**src/rtl/core/rhzb_pkg.sv**
```systemverilog
// Shared types and constants for the RMSSD zone binning unit.
package rhzb_pkg;

    localparam int ZONES      = 6;
    localparam int ZONE_W     = 3;
    localparam int LIMITS     = 5;
    localparam int ROOT_STEPS = 11;
    localparam int DIV_STEPS  = 32;
    localparam logic [10:0] MEAN_MAX = 11'd2047;
    localparam logic [ZONE_W-1:0] ZONE_NONE = 3'd6;

    localparam logic [2:0] REG_ZONE_LIMIT_1 = 3'd0;
    localparam logic [2:0] REG_ZONE_LIMIT_2 = 3'd1;
    localparam logic [2:0] REG_ZONE_LIMIT_3 = 3'd2;
    localparam logic [2:0] REG_ZONE_LIMIT_4 = 3'd3;
    localparam logic [2:0] REG_ZONE_LIMIT_5 = 3'd4;

    typedef struct packed {
        logic              win;
        logic [31:0]       dss;
        logic [7:0]        bpm;
        logic [ZONE_W-1:0] qzone;
    } job_t;

    typedef enum logic [2:0] {
        B_IDLE,
        B_SQRT,
        B_BIN,
        B_MDIV,
        B_STATS,
        B_OUT
    } back_state_t;

    function automatic logic [31:0] sat_add32(input logic [31:0] a, input logic [31:0] b);
        logic [32:0] s;
        s = {1'b0, a} + {1'b0, b};
        return s[32] ? 32'hFFFF_FFFF : s[31:0];
    endfunction

endpackage

```
**src/rtl/core/rhzb_front.sv**
```systemverilog
// Front end: arming, window fill and squared-difference accumulation.
module rhzb_front #(
    parameter int WINDOW = 20
) (
    input  logic          clk,
    input  logic          rst_n,
    input  logic          in_valid,
    input  logic [10:0]   rr_ms,
    input  logic [7:0]    bpm,
    input  logic          has_stamp,
    input  logic [2:0]    query_zone,
    input  logic          q_full,
    output logic          in_ready,
    output logic          push,
    output rhzb_pkg::job_t job
);
    import rhzb_pkg::*;

    localparam int FW = (WINDOW > 2) ? $clog2(WINDOW) : 1;
    localparam logic [FW-1:0] FILL_LAST = FW'(WINDOW - 1);

    logic          armed_reg, armed_next;
    logic [10:0]   prev_reg, prev_next;
    logic [FW-1:0] fill_reg, fill_next;
    logic [31:0]   dss_reg, dss_next;
    logic [10:0]   diff;
    logic [21:0]   sq;
    logic [31:0]   dss_sum;

    assign in_ready = !q_full;
    assign push     = in_valid && in_ready;

    always_comb
    begin
        diff    = (rr_ms >= prev_reg) ? (rr_ms - prev_reg) : (prev_reg - rr_ms);
        sq      = diff * diff;
        dss_sum = dss_reg + ((fill_reg != '0) ? {10'd0, sq} : 32'd0);

        armed_next = armed_reg;
        prev_next  = prev_reg;
        fill_next  = fill_reg;
        dss_next   = dss_reg;
        job.win    = 1'b0;
        job.dss    = dss_sum;
        job.bpm    = bpm;
        job.qzone  = query_zone;
        if (has_stamp)
        begin
            if (!armed_reg)
            begin
                armed_next = 1'b1;
            end
            else
            begin
                prev_next = rr_ms;
                if (fill_reg == FILL_LAST)
                begin
                    job.win   = 1'b1;
                    fill_next = '0;
                    dss_next  = 32'd0;
                end
                else
                begin
                    fill_next = fill_reg + 1'b1;
                    dss_next  = dss_sum;
                end
            end
        end
    end

    always_ff @(posedge clk or negedge rst_n)
    begin
        if (!rst_n)
        begin
            armed_reg <= 1'b0;
            prev_reg  <= '0;
            fill_reg  <= '0;
            dss_reg   <= '0;
        end
        else if (push)
        begin
            armed_reg <= armed_next;
            prev_reg  <= prev_next;
            fill_reg  <= fill_next;
            dss_reg   <= dss_next;
        end
    end

endmodule

```
**src/rtl/core/rhzb_fifo.sv**
```systemverilog
// Two-entry job queue between front and back.
module rhzb_fifo (
    input  logic           clk,
    input  logic           rst_n,
    input  logic           push,
    input  rhzb_pkg::job_t wdata,
    input  logic           pop,
    output logic           full,
    output logic           valid,
    output rhzb_pkg::job_t rdata
);
    import rhzb_pkg::*;

    job_t       mem_reg [2];
    logic       wptr_reg, rptr_reg;
    logic [1:0] cnt_reg;

    assign full  = (cnt_reg == 2'd2);
    assign valid = (cnt_reg != 2'd0);
    assign rdata = mem_reg[rptr_reg];

    always_ff @(posedge clk)
    begin
        if (push)
        begin
            mem_reg[wptr_reg] <= wdata;
        end
    end

    always_ff @(posedge clk or negedge rst_n)
    begin
        if (!rst_n)
        begin
            wptr_reg <= 1'b0;
            rptr_reg <= 1'b0;
            cnt_reg  <= 2'd0;
        end
        else
        begin
            if (push)
            begin
                wptr_reg <= !wptr_reg;
            end
            if (pop)
            begin
                rptr_reg <= !rptr_reg;
            end
            cnt_reg <= cnt_reg + {1'b0, push} - {1'b0, pop};
        end
    end

endmodule

```
**src/rtl/core/rhzb_div.sv**
```systemverilog
// Restoring 32-bit divider, one quotient bit per cycle.
module rhzb_div (
    input  logic        clk,
    input  logic        rst_n,
    input  logic        start,
    input  logic [31:0] dividend,
    input  logic [31:0] divisor,
    output logic        done,
    output logic [31:0] quotient
);
    import rhzb_pkg::*;

    logic        busy_reg;
    logic [4:0]  cnt_reg;
    logic        done_reg;
    logic [32:0] rem_reg;
    logic [31:0] quo_reg;
    logic [31:0] dsr_reg;
    logic [32:0] rem_sh;
    logic [32:0] trial;

    assign done     = done_reg;
    assign quotient = quo_reg;

    always_comb
    begin
        rem_sh = {rem_reg[31:0], quo_reg[31]};
        trial  = rem_sh - {1'b0, dsr_reg};
    end

    always_ff @(posedge clk)
    begin
        if (start)
        begin
            rem_reg <= '0;
            quo_reg <= dividend;
            dsr_reg <= divisor;
        end
        else if (busy_reg)
        begin
            if (!trial[32])
            begin
                rem_reg <= trial;
                quo_reg <= {quo_reg[30:0], 1'b1};
            end
            else
            begin
                rem_reg <= rem_sh;
                quo_reg <= {quo_reg[30:0], 1'b0};
            end
        end
    end

    always_ff @(posedge clk or negedge rst_n)
    begin
        if (!rst_n)
        begin
            busy_reg <= 1'b0;
            cnt_reg  <= '0;
            done_reg <= 1'b0;
        end
        else
        begin
            done_reg <= 1'b0;
            if (start)
            begin
                busy_reg <= 1'b1;
                cnt_reg  <= '0;
            end
            else if (busy_reg)
            begin
                cnt_reg <= cnt_reg + 1'b1;
                if (cnt_reg == 5'(DIV_STEPS - 1))
                begin
                    busy_reg <= 1'b0;
                    done_reg <= 1'b1;
                end
            end
        end
    end

endmodule

```
**src/rtl/core/rhzb_back.sv**
```systemverilog
// Back end: window RMSSD, zone binning, zone statistics and result register.
module rhzb_back #(
    parameter int WINDOW = 20
) (
    input  logic                   clk,
    input  logic                   rst_n,
    input  logic                   q_valid,
    input  rhzb_pkg::job_t         q_data,
    output logic                   pop,
    input  logic [4:0][7:0]        limits,
    output logic                   out_valid,
    input  logic                   out_ready,
    output logic [143:0]           out_data,
    output rhzb_pkg::back_state_t  state
);
    import rhzb_pkg::*;

    localparam logic [31:0] WM1 = 32'(WINDOW - 1);

    back_state_t state_reg, state_next;
    job_t        job_reg;

    logic        div_start, div_done;
    logic [31:0] div_a, div_b, div_q;

    logic [10:0] root_reg, sbit_reg;
    logic [3:0]  scnt_reg;
    logic [10:0] root_try;
    logic [21:0] try_sq;
    logic [31:0] try_prod;

    logic [10:0]       rmssd_reg;
    logic              done_reg, err_reg;
    logic [ZONE_W-1:0] zidx_reg, last_reg, idx_reg;
    logic [31:0]       sum_reg  [ZONES];
    logic [31:0]       cnt_reg  [ZONES];
    logic [10:0]       mean_reg [ZONES];
    logic [31:0]       maxc_reg, tot_reg, qc_reg;
    logic [10:0]       maxm_reg, qm_reg;
    logic              ovalid_reg;
    logic [143:0]      odata_reg;

    logic [ZONE_W-1:0] zone;
    logic [10:0]       rm;
    logic [31:0]       sum_new, cnt_new;
    logic [10:0]       mean_q;

    function automatic logic [ZONE_W-1:0] find_zone(input logic [7:0] b,
                                                     input logic [4:0][7:0] lim);
        logic [ZONE_W-1:0] z;
        logic              lo, hi;
        z = ZONE_NONE;
        for (int k = ZONES - 1; k >= 0; k--)
        begin
            lo = (k == 0) ? 1'b1 : (b >= lim[(k == 0) ? 0 : k - 1]);
            hi = (k == ZONES - 1) ? 1'b1 : (b < lim[(k == ZONES - 1) ? 0 : k]);
            if (lo && hi)
            begin
                z = ZONE_W'(k);
            end
        end
        return z;
    endfunction

    rhzb_div u_div (
        .clk      (clk),
        .rst_n    (rst_n),
        .start    (div_start),
        .dividend (div_a),
        .divisor  (div_b),
        .done     (div_done),
        .quotient (div_q)
    );

    assign state     = state_reg;
    assign out_valid = ovalid_reg;
    assign out_data  = odata_reg;

    // root search: largest r with r*r*(WINDOW-1) <= sum, which equals
    // floor(sqrt(floor(sum / (WINDOW-1)))); r never exceeds 2047
    always_comb
    begin
        zone     = find_zone(job_reg.bpm, limits);
        rm       = root_reg;
        sum_new  = sat_add32(sum_reg[zone], {21'd0, rm});
        cnt_new  = sat_add32(cnt_reg[zone], 32'd1);
        mean_q   = (div_q > 32'd2047) ? MEAN_MAX : div_q[10:0];
        root_try = root_reg | sbit_reg;
        try_sq   = root_try * root_try;
        try_prod = {10'd0, try_sq} * WM1;
    end

    // next state
    always_comb
    begin
        state_next = state_reg;
        case (state_reg)
            B_IDLE:  if (q_valid) state_next = q_data.win ? B_SQRT : B_STATS;
            B_SQRT:  if (scnt_reg == 4'(ROOT_STEPS - 1)) state_next = B_BIN;
            B_BIN:   state_next = (zone != ZONE_NONE) ? B_MDIV : B_STATS;
            B_MDIV:  if (div_done) state_next = B_STATS;
            B_STATS: if (idx_reg == ZONE_W'(ZONES - 1)) state_next = B_OUT;
            B_OUT:   if (!ovalid_reg) state_next = B_IDLE;
            default: state_next = B_IDLE;
        endcase
    end

    // control outputs
    always_comb
    begin
        pop       = 1'b0;
        div_start = 1'b0;
        div_a     = sum_new;
        div_b     = cnt_new;
        case (state_reg)
            B_IDLE:
            begin
                pop = q_valid;
            end
            B_BIN:
            begin
                div_start = (zone != ZONE_NONE);
            end
            default:
            begin
                pop = 1'b0;
            end
        endcase
    end

    always_ff @(posedge clk)
    begin
        case (state_reg)
            B_IDLE:
            begin
                job_reg  <= q_data;
                idx_reg  <= '0;
                maxc_reg <= '0;
                maxm_reg <= '0;
                tot_reg  <= '0;
                qc_reg   <= '0;
                qm_reg   <= '0;
                root_reg <= '0;
                sbit_reg <= 11'h400;
                scnt_reg <= '0;
            end
            B_SQRT:
            begin
                if (try_prod <= job_reg.dss)
                begin
                    root_reg <= root_try;
                end
                sbit_reg <= sbit_reg >> 1;
                scnt_reg <= scnt_reg + 1'b1;
            end
            B_STATS:
            begin
                if (cnt_reg[idx_reg] > maxc_reg) maxc_reg <= cnt_reg[idx_reg];
                if (mean_reg[idx_reg] > maxm_reg) maxm_reg <= mean_reg[idx_reg];
                tot_reg <= sat_add32(tot_reg, cnt_reg[idx_reg]);
                if (idx_reg == job_reg.qzone)
                begin
                    qc_reg <= cnt_reg[idx_reg];
                    qm_reg <= mean_reg[idx_reg];
                end
                idx_reg <= idx_reg + 1'b1;
            end
            default:
            begin
                idx_reg <= idx_reg;
            end
        endcase
        if (state_reg == B_OUT && !ovalid_reg)
        begin
            odata_reg <= {7'd0, last_reg, tot_reg, maxm_reg, maxc_reg, qm_reg, qc_reg,
                          err_reg, zidx_reg, rmssd_reg, done_reg};
        end
    end

    always_ff @(posedge clk or negedge rst_n)
    begin
        if (!rst_n)
        begin
            state_reg  <= B_IDLE;
            ovalid_reg <= 1'b0;
            last_reg   <= '0;
            done_reg   <= 1'b0;
            err_reg    <= 1'b0;
            zidx_reg   <= '0;
            rmssd_reg  <= '0;
            for (int i = 0; i < ZONES; i++)
            begin
                sum_reg[i]  <= '0;
                cnt_reg[i]  <= '0;
                mean_reg[i] <= '0;
            end
        end
        else
        begin
            state_reg <= state_next;
            if (ovalid_reg && out_ready)
            begin
                ovalid_reg <= 1'b0;
            end
            case (state_reg)
                B_IDLE:
                begin
                    if (q_valid)
                    begin
                        done_reg  <= 1'b0;
                        err_reg   <= 1'b0;
                        zidx_reg  <= '0;
                        rmssd_reg <= '0;
                    end
                end
                B_BIN:
                begin
                    rmssd_reg <= rm;
                    if (zone != ZONE_NONE)
                    begin
                        sum_reg[zone] <= sum_new;
                        cnt_reg[zone] <= cnt_new;
                        last_reg      <= zone;
                        zidx_reg      <= zone;
                        done_reg      <= 1'b1;
                    end
                    else
                    begin
                        err_reg <= 1'b1;
                    end
                end
                B_MDIV:
                begin
                    if (div_done)
                    begin
                        mean_reg[zidx_reg] <= mean_q;
                    end
                end
                B_OUT:
                begin
                    if (!ovalid_reg)
                    begin
                        ovalid_reg <= 1'b1;
                    end
                end
                default:
                begin
                    last_reg <= last_reg;
                end
            endcase
        end
    end

endmodule

```
**src/rtl/core/rmssd_hrv_zone_binning_unit.sv**
```systemverilog
// Top level of the RMSSD zone binning unit: register port, front, queue, back.
//
//  channel   dir  handshake            content
//  s_*       in   s_tvalid/s_tready    one RR sample per beat
//  m_*       out  m_tvalid/m_tready    one result per beat
//  APB       in   psel/penable/pready  zone limit registers at 0x00..0x10
//
// A beat without a completed window holds the back for pop, zone sweep and
// result load. A completing beat holds it for pop, root search against
// WINDOW-1, bin, zone mean divide when the bpm falls in a zone, sweep, load.
// The front takes a beat whenever the two-entry queue has room; the result
// register holds while m_tready is low and the back stalls behind it.
// Reset clears all zone statistics at once; no clearing pass.
module rmssd_hrv_zone_binning_unit #(
    parameter int WINDOW = 20
) (
    input  logic         clk,
    input  logic         rst_n,
    input  logic         s_tvalid,
    output logic         s_tready,
    input  logic [23:0]  s_tdata,   // rr_ms[10:0], bpm[18:11], query_zone[21:19], zero pad
    input  logic         s_tuser,   // has_stamp
    output logic         m_tvalid,
    input  logic         m_tready,
    // window_done, rmssd, zone_index, zone_error, query_count, query_mean,
    // max_count, max_mean, total_count, current_zone, zero pad
    output logic [143:0] m_tdata,
    input  logic         psel,
    input  logic         penable,
    input  logic         pwrite,
    input  logic [4:0]   paddr,
    input  logic [31:0]  pwdata,
    output logic [31:0]  prdata,
    output logic         pready
);
    import rhzb_pkg::*;

    logic [4:0][7:0] lim_reg;
    logic [2:0]      reg_idx;
    logic            q_full, q_valid, push, pop;
    job_t            f_job, q_job;
    back_state_t     bstate;

    assign pready  = 1'b1;
    assign reg_idx = paddr[4:2];

    always_comb
    begin
        case (reg_idx)
            REG_ZONE_LIMIT_1: prdata = {24'd0, lim_reg[0]};
            REG_ZONE_LIMIT_2: prdata = {24'd0, lim_reg[1]};
            REG_ZONE_LIMIT_3: prdata = {24'd0, lim_reg[2]};
            REG_ZONE_LIMIT_4: prdata = {24'd0, lim_reg[3]};
            REG_ZONE_LIMIT_5: prdata = {24'd0, lim_reg[4]};
            default:          prdata = 32'd0;
        endcase
    end

    always_ff @(posedge clk or negedge rst_n)
    begin
        if (!rst_n)
        begin
            lim_reg[0] <= 8'd70;
            lim_reg[1] <= 8'd108;
            lim_reg[2] <= 8'd143;
            lim_reg[3] <= 8'd161;
            lim_reg[4] <= 8'd178;
        end
        else if (psel && penable && pwrite && pready)
        begin
            case (reg_idx)
                REG_ZONE_LIMIT_1: lim_reg[0] <= pwdata[7:0];
                REG_ZONE_LIMIT_2: lim_reg[1] <= pwdata[7:0];
                REG_ZONE_LIMIT_3: lim_reg[2] <= pwdata[7:0];
                REG_ZONE_LIMIT_4: lim_reg[3] <= pwdata[7:0];
                REG_ZONE_LIMIT_5: lim_reg[4] <= pwdata[7:0];
                default:          lim_reg    <= lim_reg;
            endcase
        end
    end

    rhzb_front #(.WINDOW(WINDOW)) u_front (
        .clk        (clk),
        .rst_n      (rst_n),
        .in_valid   (s_tvalid),
        .rr_ms      (s_tdata[10:0]),
        .bpm        (s_tdata[18:11]),
        .has_stamp  (s_tuser),
        .query_zone (s_tdata[21:19]),
        .q_full     (q_full),
        .in_ready   (s_tready),
        .push       (push),
        .job        (f_job)
    );

    rhzb_fifo u_fifo (
        .clk   (clk),
        .rst_n (rst_n),
        .push  (push),
        .wdata (f_job),
        .pop   (pop),
        .full  (q_full),
        .valid (q_valid),
        .rdata (q_job)
    );

    rhzb_back #(.WINDOW(WINDOW)) u_back (
        .clk       (clk),
        .rst_n     (rst_n),
        .q_valid   (q_valid),
        .q_data    (q_job),
        .pop       (pop),
        .limits    (lim_reg),
        .out_valid (m_tvalid),
        .out_ready (m_tready),
        .out_data  (m_tdata),
        .state     (bstate)
    );

    a_done_xor_err: assert property (@(posedge clk) disable iff (!rst_n)
        m_tvalid |-> !(m_tdata[0] && m_tdata[15]))
        else $error("result flags both window done and zone error");

    a_zone_range: assert property (@(posedge clk) disable iff (!rst_n)
        m_tvalid |-> (m_tdata[14:12] <= 3'd5 && m_tdata[136:134] <= 3'd5))
        else $error("zone field out of range");

    a_pop_idle: assert property (@(posedge clk) disable iff (!rst_n)
        pop |-> (bstate == B_IDLE && q_valid))
        else $error("queue popped outside idle");

    a_no_result_busy: assert property (@(posedge clk) disable iff (!rst_n)
        (bstate == B_SQRT) |=> !$rose(m_tvalid))
        else $error("result raised while root in progress");

endmodule
```
**config.mk**
```make
export PLATFORM = sky130hd
export DESIGN_NAME = rmssd_hrv_zone_binning_unit
export DESIGN_NICKNAME = d
export VERILOG_FILES = /design/src/rtl/core/rhzb_pkg.sv /design/src/rtl/core/rhzb_front.sv /design/src/rtl/core/rhzb_fifo.sv /design/src/rtl/core/rhzb_div.sv /design/src/rtl/core/rhzb_back.sv /design/src/rtl/core/rmssd_hrv_zone_binning_unit.sv
export SDC_FILE = /design/constraint.sdc
export NUM_CORES = 2
export LEC_CHECK = 0
export BUFFER_PORTS_ARGS = -buffer_cell sky130_fd_sc_hd__buf_2
export CELL_PAD_IN_SITES_DETAIL_PLACEMENT = 0
export CELL_PAD_IN_SITES_GLOBAL_PLACEMENT = 1
export CORE_MARGIN = 2
export CORE_UTILIZATION = 45
export DETAILED_ROUTE_END_ITERATION = 6
export GPL_TIMING_DRIVEN = 0
export PLACE_DENSITY_LB_ADDON = 0.1
export SETUP_SLACK_MARGIN = 0.05
export SLEW_MARGIN = 25
export SYNTH_ARGS = -nofsm -noshare
export SYNTH_HDL_FRONTEND = slang
export SYNTH_SLANG_ARGS = --single-unit
```
**constraint.sdc**
```tcl
create_clock -name clk -period 21.1 [get_ports clk]
set_clock_uncertainty 0.15 [all_clocks]
set_input_delay 6.33 -clock clk [delete_from_list [all_inputs] [get_ports clk]]
set_output_delay 6.33 -clock clk [all_outputs]
set_load 0.02 [all_outputs]
```
### After elaboration in Yosys (flattened, before gate mapping)

Memories as Yosys holds them, arrays and structs flattened.
Index checks and enable logic that the tools add are counted.

| cells by class | value |
|---|---|
| $add $sub $neg | 13 |
| magnitude comparators | 20 |
| multiply operators | 3 |
| bitwise gates (word level) | 4 |
| multiplexer cells | 88 |
| reductions and logical operators | 40 |
| eq/ne operators | 27 |

Operator list:

| cell | count |
|---|---|
| 2-to-1 mux 32 bit | 16 |
| bitwise mux 192 bit | 2 |
| binary-select mux 32 bit (select 3 bit) | 3 |
| case mux 32 bit (2 select lines) | 3 |
| case mux 11 bit (2 select lines) | 5 |
| 2-to-1 mux 11 bit | 9 |
| demux 32 bit (select 3 bit) | 1 |
| bitwise mux 66 bit | 1 |
| multiplier 11 x 11 -> 22 bit | 2 |
| 2-to-1 mux 3 bit | 14 |
| greater-or-equal comparator 8 bit | 5 |
| less-than comparator 8 bit | 5 |
| case mux 8 bit (5 select lines) | 1 |
| adder 32 x 1 -> 33 bit, second input constant | 1 |
| adder 32 x 11 -> 33 bit | 1 |
| adder 32 x 32 -> 33 bit | 1 |
| binary-select mux 11 bit (select 3 bit) | 1 |
| demux 11 bit (select 3 bit) | 1 |
| subtractor 33 x 32 -> 33 bit | 1 |
| adder 32 bit | 1 |
| greater-than comparator 32 x 11 -> 1 bit, second input constant | 1 |
| greater-than comparator 32 bit | 1 |
| less-or-equal comparator 27 x 32 -> 1 bit | 1 |
| multiplier 22 x 5 -> 27 bit, second input constant | 1 |
| other kinds (38) | 117 |

| word-level totals | value |
|---|---|
| input bits | 69 |
| register bits after elaboration | 996 |
| memories | 1 |
| RAM bits | 88 |
| word-level logic and storage cells | 252 |

Memories:

| memory | words | bits a word | read ports | clocked after Yosys merged registers in | write ports | RTL line | RTL |
|---|---|---|---|---|---|---|---|
| u_fifo.mem_reg | 2 | 44 | 1 | 0 | 1 | rhzb_fifo.sv:14 | `job_t mem_reg [2];` |

### Depth between registers and ports, before layout

| depth | value |
|---|---|
| depth in word-level cells | 14 |
| gate-level depth with buffers | 48 |
| depth with buffers taken out | 47 |

### Modules after synthesis

A second synthesis with hierarchy kept.

| second synthesis, totals | value |
|---|---|
| cell total of the unflattened synthesis | 6034 |
| area, all modules | 63339.5 µm² |

By module, submodules not included:

| module | area an instance (µm²) | seq. area each (µm²) | instances | cells an instance |
|---|---|---|---|---|
| rhzb_back | 44188.6 | 21655.8 | 1 | 4303 |
| rhzb_front | 7639.8 | 1226.2 | 1 | 897 |
| rhzb_div | 5805.6 | 2737.6 | 1 | 522 |
| rhzb_fifo | 3574.7 | 2742.6 | 1 | 152 |
| rmssd_hrv_zone_binning_unit | 2130.8 | 1024.7 | 1 | 160 |

### Least setup slack after synthesis

Ideal clock, no wire load.

| path | value |
|---|---|
| path type | input -> register |
| start | input port s_tdata[1] |
| end | memory u_fifo.mem_reg[0][40] (netlist name) (data pin) |
| required time | 20.687 ns |
| arrival | 15.452 ns |
| stages | 45 |
| library setup time | 0.263 ns |
| path slack | 5.235 ns |
| cell sequence | inv_1 -> ha_1 -> nor2b_1 -> o21ai_0 -> a21boi_0 -> o21ai_0 -> a31oi_1 -> o21a_1 -> clkbuf_1 -> o211ai_1 -> a21boi_0 -> nor2b_1 -> xnor2_1 -> inv_1 -> or2_2 -> fa_1 -> inv_1 -> fa_1 -> [... 9 more ...] -> o21ai_0 -> nand2b_1 -> a21o_1 -> a211o_1 -> nand2_1 -> nor2_1 -> ha_1 -> and2_1 -> o21ai_0 -> inv_1 -> a41o_1 -> o41ai_1 -> o21a_1 -> a21oi_1 -> and4_1 -> clkbuf_1 -> nand3_1 -> xnor2_1 |

RTL lines:

| item | RTL line | RTL |
|---|---|---|
| start, declared | rmssd_hrv_zone_binning_unit.sv:21 | `input logic [23:0] s_tdata,` |
| end, declared | rhzb_fifo.sv:14 |  |

==> implementation parameters <==
Parameter                              Value

Outcome
  Run status ... finished clean

Floorplan
  Horizontal die dimension ... 375 um
  Starting utilization of the core area ... 0.452
  Core Box Area ... 0.137 mm^2
  Number of top-level design ports ... around 250
  DIE HEIGHT ... 375 um
  Row count ... 136
  Die Footprint ... 0.141 mm^2

Routing
  Vias per cell ... approximately 5.5
  Average wire per cell in the routed design ... 21.8 um
  Number of remaining DRC errors ... 0
  Final wirelength ... 182000 um
  Iteration-0 DRC count of the detailed router ... 3019
  Routed vias ... 46033
  Count of antenna-violating nets left after detailed routing ... 0
  Count of TritonRoute iterations in the first routing pass ... 6

Place
  Count of input and output buffers ... 186
  Worst setup slack after placement ... 3.16 ns
  Routability cong. ... 0.899
  HPWL after detailed placement ... between 100000 and 150000 um
  Placed Cells incl. Taps ... 8103

Finish
  Layout net count ... approximately 7000
  Signed area change from the synthesized netlist to the final layout ... 13.4%
  Total area of sequential cells ... 0.0294 mm^2
  Fraction of final layout cells with drive strength greater than 1 ... 0.117
  Final core utilization ... 0.513
  Count of non-filler cells in the finished layout ... 8325
  Area of the multi-input gates ... 0.0295 mm^2
  Leading cell type in the layout, fill and taps excluded ... sky130_fd_sc_hd__nand2_1
  Commonest cells after routing, fill and taps aside ... 844 x sky130_fd_sc_hd__nand2_1, 622 x sky130_fd_sc_hd__o21ai_0, 554 x sky130_fd_sc_hd__dfrtp_1
  Filler cell count in the final layout ... about 13000

STA
  Final setup violation count ... 0
  Fin worst setup slack ... between 3 and 4 ns
  Max frequency ... 0.0582 GHz
  Final number of max-transition violations ... 0
  Hold violation count in the final report ... 0
  Min Clock Period, post-route ... 17.18 ns
  Final cycle utilization of the critical path ... 0.814
  Setup total negative slack ... 0 ns
  Relative max-transition margin ... 0.183
  Slew at the pin with the worst max-slew slack ... 1.21 ns
  RSZ-0062 raised after global routing ... no

Worst setup path
  Number of cell instances on the worst register-to-register path ... 44
  Element type at the critical path end ... register
  CP Launch Type ... primary input
  Top cell family by delay on the critical path ... compound AO/OA/AOI/OAI gates
  Max FO, Critical Path ... 10
  Buffering stage count on the worst path with inverters included ... 11
  R2R Path End ... u_fifo.mem_reg[0][38]
  Req. time, crit path ... 21.41 ns
  Data arrival time of the critical path ... 17.49 ns
  FF-to-FF Start ... u_front.prev_reg[1]
  Crit-path max cell delay ... 0.62 ns
  Cell at the slowest stage of the critical path ... sky130_fd_sc_hd__o41ai_1
  Most repeated library cell on the critical path ... sky130_fd_sc_hd__inv_1
  FF-to-FF setup slack ... around 9.3 ns
  Path type of the worst setup path ... in -> reg

CTS
  Hold_buf cts ... 0
  Clock Tree Buf Depth ... 3
  Sink count of the clock tree ... 1084
  Clock input transition at the sequential cells of the worst setup and hold paths ... approximately 0.060 ns
  Clk Latency, worst-skew pair ... 0.75 ns
  Number of setup buffers added after CTS ... 0
  Root buffer selected by CTS ... sky130_fd_sc_hd__clkbuf_16
  Number of H-tree levels ... 3
  TritonCTS clock tree ... yes
  Post-cts gate resize count ... 0
  TritonCTS Buffers ... 117

Synthesis
  Fraction of the yosys area taken by sequential cells ... 0.474
  Post-Syn Area ... between 0.06 and 0.07 mm^2
  Flops & latches, synth ... 1084
  Synth top area cells ... sky130_fd_sc_hd__edfxtp_1 23%, sky130_fd_sc_hd__dfrtp_1 22%, sky130_fd_sc_hd__ha_1 7.8%
  Number of enable-type register cells in the synthesized netlist ... 479
  Library cells used by synthesis ... 111
  Syn. warnings ... 0
  Post-synth top area cell ... sky130_fd_sc_hd__edfxtp_1
  Flip-flop cell with the highest count after synthesis ... sky130_fd_sc_hd__dfrtp_1
  Share of Yosys cell area claimed by the top area cell type ... 0.232
  Post-Synthesis Cells ... 6062
  FFs w/ async S/R, synth ... 0.529
  Avg Synthesized Cell Area ... roughly 10 um^2

Min path
  Min-delay worst type ... reg -> reg
  Worst Hold Endpoint ... u_back.out_data[17]
  Startpoint of the tightest hold check path ... u_back.qc_reg[1]
  Cell depth of the worst hold path ... 0

Global routing
  Number of antenna violations at the first check in global routing ... 0
  Gr ovfl total ... 0
  Via count of the first global-routing pass ... 46373
  GRT Util Overall ... 0.258
  Maximum number of pins on one net before global-route repair ... 89
  Wire length of the first global-routing pass ... 280000 um

Job
  Max capacitance violation total ... 0
[area by class of cell]
cell class | count | area share
antenna | 1 | 0.0000356
clock buffer | 147 | 0.0460
inverter | 530 | 0.0283
clock inverter | 74 | 0.0145
multi-input combinational | 4190 | 0.419
timing repair buffer | 213 | 0.0217
tap | 1794 | 0.0320
buffer | 292 | 0.0196
sequential | 1084 | 0.418
[layer usage]
layer	part of all wire	global-route usage
met4	0.038	0.0977
met5	0	0
met3	0.048	0.0322
met1	0.43	0.335
met2	0.49	0.441
[cells in the mapped netlist (104+ instances only)]
| master | n |
|---|---|
| sky130_fd_sc_hd__o21ai_0 | 624 |
| sky130_fd_sc_hd__a21oi_1 | 273 |
| sky130_fd_sc_hd__fa_1 | 147 |
| sky130_fd_sc_hd__ha_1 | 386 |
| sky130_fd_sc_hd__nand2_1 | 844 |
| sky130_fd_sc_hd__xnor2_1 | 116 |
| sky130_fd_sc_hd__edfxtp_1 | 479 |
| sky130_fd_sc_hd__nand3_1 | 113 |
| sky130_fd_sc_hd__mux2_2 | 104 |
| sky130_fd_sc_hd__clkbuf_1 | 207 |
| sky130_fd_sc_hd__inv_1 | 523 |
| sky130_fd_sc_hd__mux2i_1 | 113 |
| sky130_fd_sc_hd__dfrtp_1 | 554 |
| sky130_fd_sc_hd__nor2_1 | 398 |
[kinds of logic after synthesis]
group / share of synthesized area
simple gates: 0.129
compound gates: 0.134
flops: 0.474
buf+inv: 0.0541
fa+ha+maj: 0.125
mux: 0.0561
xor+xnor: 0.0271
other cells: 0.000121
[worst max path at each step]
stage / from / end / slack [ns] / cells past startpoint
6_report: s_tdata[1] / u_fifo.mem_reg[0][38] / 3.92 / 46
5_1_grt: s_tdata[1] / u_fifo.mem_reg[0][38] / 2.93 / 46
4_1_cts: s_tdata[1] / u_fifo.mem_reg[0][38] / 3.91 / 46
3_5_place_dp: s_tdata[1] / u_fifo.mem_reg[0][38] / 3.16 / 46
3_3_place_gp: rst_n / u_back.mean_reg[6] / 0.50 / 1
2_1_floorplan: s_tdata[1] / u_fifo.mem_reg[0][40] / 5.24 / 45
[stage by stage]
step | instance area, um^2 | hold WS [ns]
finish | 70200 | 0.267
global placement | 65300 | 0.252
CTS | 70200 | 0.268
detailed placement | 66000 | 0.255
global route | 70200 | 0.274
floorplan | 62100 | 0.250
Power is left out: the tool's default activity adds up to more than one toggle a clock period on the data nets, which glitch-free logic cannot reach.
